[src/ism_pkg.sv]
// Package for the interval set merge/query block.
// Holds widths, request codes and controller command/status types.
`timescale 1ns / 1ps
`default_nettype none
package ism_pkg;
	localparam int MaxRanges = 64;
	localparam int RevWidth = 32;
	localparam int IdxWidth = $clog2(MaxRanges);
	localparam int CntWidth = $clog2(MaxRanges + 1);
	localparam logic [RevWidth-1:0] RevMax = {RevWidth{1'b1}};

	typedef enum logic [1:0] {
		REQ_ADD  = 2'd0,
		REQ_NEXT = 2'd1,
		REQ_PREV = 2'd2,
		REQ_NONE = 2'd3
	} req_t;

	typedef struct packed {
		logic load;      // capture request, clear accumulators
		logic scan;      // examine entry at scan index
		logic scan_rst;  // restart index for second pass
		logic write;     // write compacted entry
		logic place;     // write merged range at write index
		logic commit;    // take new count
	} cmd_t;

	typedef struct packed {
		logic scan_done;
		logic is_add;
		logic empty_add;
		logic full_drop;
		logic need_place;  // merged range not yet written and belongs here
		logic cur_keep;    // current entry survives
	} sts_t;
endpackage
`default_nettype wire

[src/ism_ctrl.sv]
// Controller: sequences scan, compaction and result delivery.
// Depends on ism_pkg.
`timescale 1ns / 1ps
`default_nettype none
module ism_ctrl (
	input  wire logic clk,
	input  wire logic arst_n,
	input  wire logic in_valid,
	output logic in_ready,
	output logic out_valid,
	input  wire logic out_ready,
	output ism_pkg::cmd_t cmd,
	input  wire ism_pkg::sts_t sts,
	output logic busy
);
	typedef enum logic [4:0] {
		S_IDLE  = 5'b00001,
		S_SCAN  = 5'b00010,
		S_COMP  = 5'b00100,
		S_LAST  = 5'b01000,
		S_OUT   = 5'b10000
	} state_t;
	state_t state_q, state_d;

	always_comb begin
		cmd = '0;
		state_d = state_q;
		in_ready = 1'b0;
		out_valid = 1'b0;
		unique case (state_q)
			S_IDLE: begin
				in_ready = 1'b1;
				if (in_valid) begin
					cmd.load = 1'b1;
					state_d = S_SCAN;
				end
			end
			S_SCAN: begin
				cmd.scan = 1'b1;
				if (sts.scan_done) begin
					if (sts.is_add && !sts.empty_add && !sts.full_drop) begin
						cmd.scan = 1'b0;
						cmd.scan_rst = 1'b1;
						state_d = S_COMP;
					end else begin
						state_d = S_OUT;
					end
				end
			end
			S_COMP: begin
				cmd.scan = 1'b1;
				if (sts.need_place) begin
					// merged range goes first; hold the current entry meanwhile
					cmd.place = 1'b1;
					cmd.scan = 1'b0;
				end else begin
					cmd.write = 1'b1;
				end
				if (sts.scan_done && !sts.need_place) state_d = S_LAST;
				if (sts.scan_done && sts.need_place) state_d = S_LAST;
			end
			S_LAST: begin
				cmd.commit = 1'b1;
				state_d = S_OUT;
			end
			S_OUT: begin
				out_valid = 1'b1;
				if (out_ready) state_d = S_IDLE;
			end
			default: state_d = S_IDLE;
		endcase
	end

	always_ff @(posedge clk or negedge arst_n) begin
		if (!arst_n) state_q <= S_IDLE;
		else state_q <= state_d;
	end
	assign busy = (state_q != S_IDLE);
endmodule
`default_nettype wire

[config.mk]
export PLATFORM = sky130hd
export DESIGN_NAME = ism_ctrl
export DESIGN_NICKNAME = d
export VERILOG_FILES = /design/src/ism_pkg.sv /design/src/ism_ctrl.sv
export SDC_FILE = /design/constraint.sdc
export NUM_CORES = 1
export LEC_CHECK = 0
export BUFFER_PORTS_ARGS = -buffer_cell sky130_fd_sc_hd__buf_4
export CORE_AREA = 2 2 39 41
export CTS_CLUSTER_DIAMETER = 40
export DETAILED_ROUTE_END_ITERATION = 8
export DIE_AREA = 0 0 41 43
export GPL_ROUTABILITY_DRIVEN = 1
export PLACE_DENSITY = 0.62
export SLEW_MARGIN = 20
export SYNTH_ARGS = -nofsm -noshare
export SYNTH_HDL_FRONTEND = slang
export SYNTH_SLANG_ARGS = --single-unit
[constraint.sdc]
create_clock -name clk -period 2.2 [get_ports clk]
set_clock_uncertainty 0.1 [all_clocks]
set_input_delay 0.11 -clock clk [delete_from_list [all_inputs] [get_ports clk]]
set_output_delay 0.11 -clock clk [all_outputs]
set_load 0.01 [all_outputs]
==> flow_summary.yaml <==
timing:
  timing.final.crit_share_pct: 86.5
  setup_viol: 0
  max_freq_mhz: 526
  maxSlewViolCount: 0
  worst_slack_ns: 0.297
  rsz0062_at_grt: "no"
  report.final.hold_viol_count: 0
  post-route-min-period_ns: 1.90
  tns_ns: 0
  hold_ws_ns: 0.0736
  tightest_slew_ns: 0.283
  relSlewSlack_pct: 81.2
critical_path:
  end_kind: "output port"
  r2r-start: "state_q[1]$_DFFE_PN0P_"
  required_ns: 1.99
  crit_arrival_ns: 1.69
  cp_cell_sequence: "or3_4, nor3b_1, nor2b_1, buf_4"
  crit_slowest_cell: "dfrtp_1"
  crit_fanout: 9
  reg2reg_depth: 4
  start_kind: "flop"
  rr_endpoint: "state_q[0]$_DFFE_PN1P_"
  regToRegSetupSlack_ns: 0.40
  critPathMaxStageDelay_ns: 0.47
  critPathKind: "reg2out"
pwr:
  switching_share_pct: 38.8
  cellInternalPower_mw: 0.356
  p_per_area_mw_per_mm2: 983
  ir_drop_uv: 346
  p_seq_share_pct: 29.5
  p_total_mw: 0.582
  clockPowerShare_pct: 18.3
  power_switching_mw: 0.226
  power_frac_comb_pct: 52.3
  p_leak_nw: 0.274
cts:
  ctsResizeCount: 0
  htreeDepth: 1
  cts.clk_slew.worst_paths_ns: 0.04
  cts_tree: "built"
  cts_made_buffers: 3
  numClockSinks: 5
  clockRootBuffer: "clkbuf_4"
  clk_latency_ns: 0.24
  clock_path_buffers: 2
hold_path:
  hp-start: "out_ready"
  hold_depth: 3
  worstHoldEndpoint: "state_q[4]$_DFFE_PN0P_"
  hold_class: "in2reg"
finish:
  largest_register_ffs: 5
  fin_util_pct: 42.8
  num_antenna_cells: 0
  regMostFlops: "state_q"
  reg_top3: "state_q: 5 flops"
  drive_gt1_share_pct: 39.1
  final_cell_count_no_fill: 85
  syn2layout_area_growth_pct: 44.6
  final_cell_area_um2: 592
  fin_nets: 80
synthesis:
  async_flop_share_pct: 100
  synth_cell_types: 29
  synth_edf_count: 0
  yosys_warnings: 0
  avgSynthCellArea_um2: 8.52
  synthDominantAreaCellType: "dfrtp_1"
  yosys_most_used_dff: "dfrtp_1"
  ys_seq_area_share_pct: 30.9
  synth_area_um2: 409
  ys_seq_elements: 5
  synth_top_area_share_pct: 24.5
  syn_inst: 48
  syn_nets: 58
  synth_area_leaders: "dfrtp_1 (24%), dfstp_2 (6.4%), nor3b_1 (5.5%), and2_1 (4.6%), nor2_1 (4.6%)"
route:
  wirelength_um: 936
  drc: 0
  routed-via-count: 422
  vias_per_cell: 4.96
  drtIter0Drc: 14
  dr.pass1.iters: 4
  antenna_left: 0
  wl_per_cell_um: 11.0
placed_design:
  portBuffers: 17
  dp_hpwl_um: 727
  gp_congestion: 0.743
  dp_cells: 79
  post-place-ws_ns: 0.414
  placed_area_um2: 546
grt:
  grt_overflow: 0
  grt_pass1_vias: 412
  grt_pass1_wl_um: 1660
  grt_usage_pct: 14.0
  grt_max_degree: 11
  antenna_found_initial: 0
die:
  die_y_um: 43
  die_w_um: 41
  dieArea_mm2: 0.00176
  top_level_ports: 19
  start_util_pct: 29.6
  core-area_mm2: 0.00138
  rows: 14
outcome:
  outcome: "complete, no violations"
flow_run:
  maxCapViolCount: 0
==> worst max path at each step <==
stage	cells after the start	slack (ns)	startpoint	end
4_1_cts	4	0.27	state_q[1]$_DFFE_PN0P_	cmd[2]
2_1_floorplan	5	0.46	state_q[4]$_DFFE_PN0P_	state_q[2]$_DFFE_PN0P_
3_5_place_dp	4	0.41	state_q[3]$_DFFE_PN0P_	state_q[0]$_DFFE_PN1P_
5_1_grt	4	0.17	state_q[1]$_DFFE_PN0P_	cmd[2]
6_report	4	0.30	state_q[1]$_DFFE_PN0P_	cmd[2]
3_3_place_gp	4	0.42	state_q[1]$_DFFE_PN0P_	state_q[0]$_DFFE_PN1P_
==> power by group through the flow <==
stage,sequential [mW],combinational [mW],clock [mW]
final,0.172,0.304,0.106
after global routing,0.179,0.343,0.122
after CTS,0.171,0.307,0.113
after detailed placement,0.170,0.302,0
after global placement,0.173,0.299,0
after floorplan,0.140,0.237,0
==> cells by family after synthesis <==
family          count (synthesis)  synth area share (%)
compound gates                 10                  16.2
mux                             1                  2.75
simple gates                   26                  40.4
buf+inv                         4                  5.50
xor+xnor                        2                  4.28
flops                           5                  30.9
==> critical path: cells and delay by family, from the launching register on <==
family / cells / cell delay, ns
simple gates: 3 / 0.84
flops: 1 / 0.47
buf+inv: 1 / 0.13
==> timing repair <==
action,in CTS,in global routing
hold buffers,2,0
hold endpoints to repair,6,0
buffers inserted,0,0
setup endpoints to repair,0,0
==> area by class of cell <==
type | count | area (µm²)
Clock buffer | 4 | 26.3
Fill cell | 141 | 792
Inverter | 1 | 3.75
Multi-Input combinational cell | 39 | 260
Sequential cell | 5 | 126
Tap cell | 16 | 20.0
Timing Repair Buffer | 20 | 155
==> synthesized netlist by cell type (2+ instances only) <==
master,n
nor2_1,5
dfrtp_1,4
a21oi_1,3
and2_1,3
nor3b_1,3
and3_1,2
clkbuf_1,2
nand2_1,2
nor2b_1,2
o21ai_0,2
xnor2_1,2
==> cells in the final DEF, fill, tap and decap left out, drive strengths merged, types with 2 or more instances in the layout <==
| master | count |
|---|---|
| a21oi | 3 |
| and2 | 3 |
| and3 | 2 |
| buf | 18 |
| clkbuf | 4 |
| dfrtp | 4 |
| dlygate4sd3 | 2 |
| nand2 | 2 |
| nor2 | 5 |
| nor2b | 2 |
| nor3b | 3 |
| o21ai | 3 |
| xnor2 | 2 |
==> metal layers <==
layer  part of all wire (%)  track usage, %  up-vias
li1                       -               -      215
met1                     46            18.2      193
met2                     47            19.4       14
met3                    6.8            6.28        0
met4                      0            6.00        0
met5                      0               0        -
No activity file was read; power rests on OpenSTA's default activity.
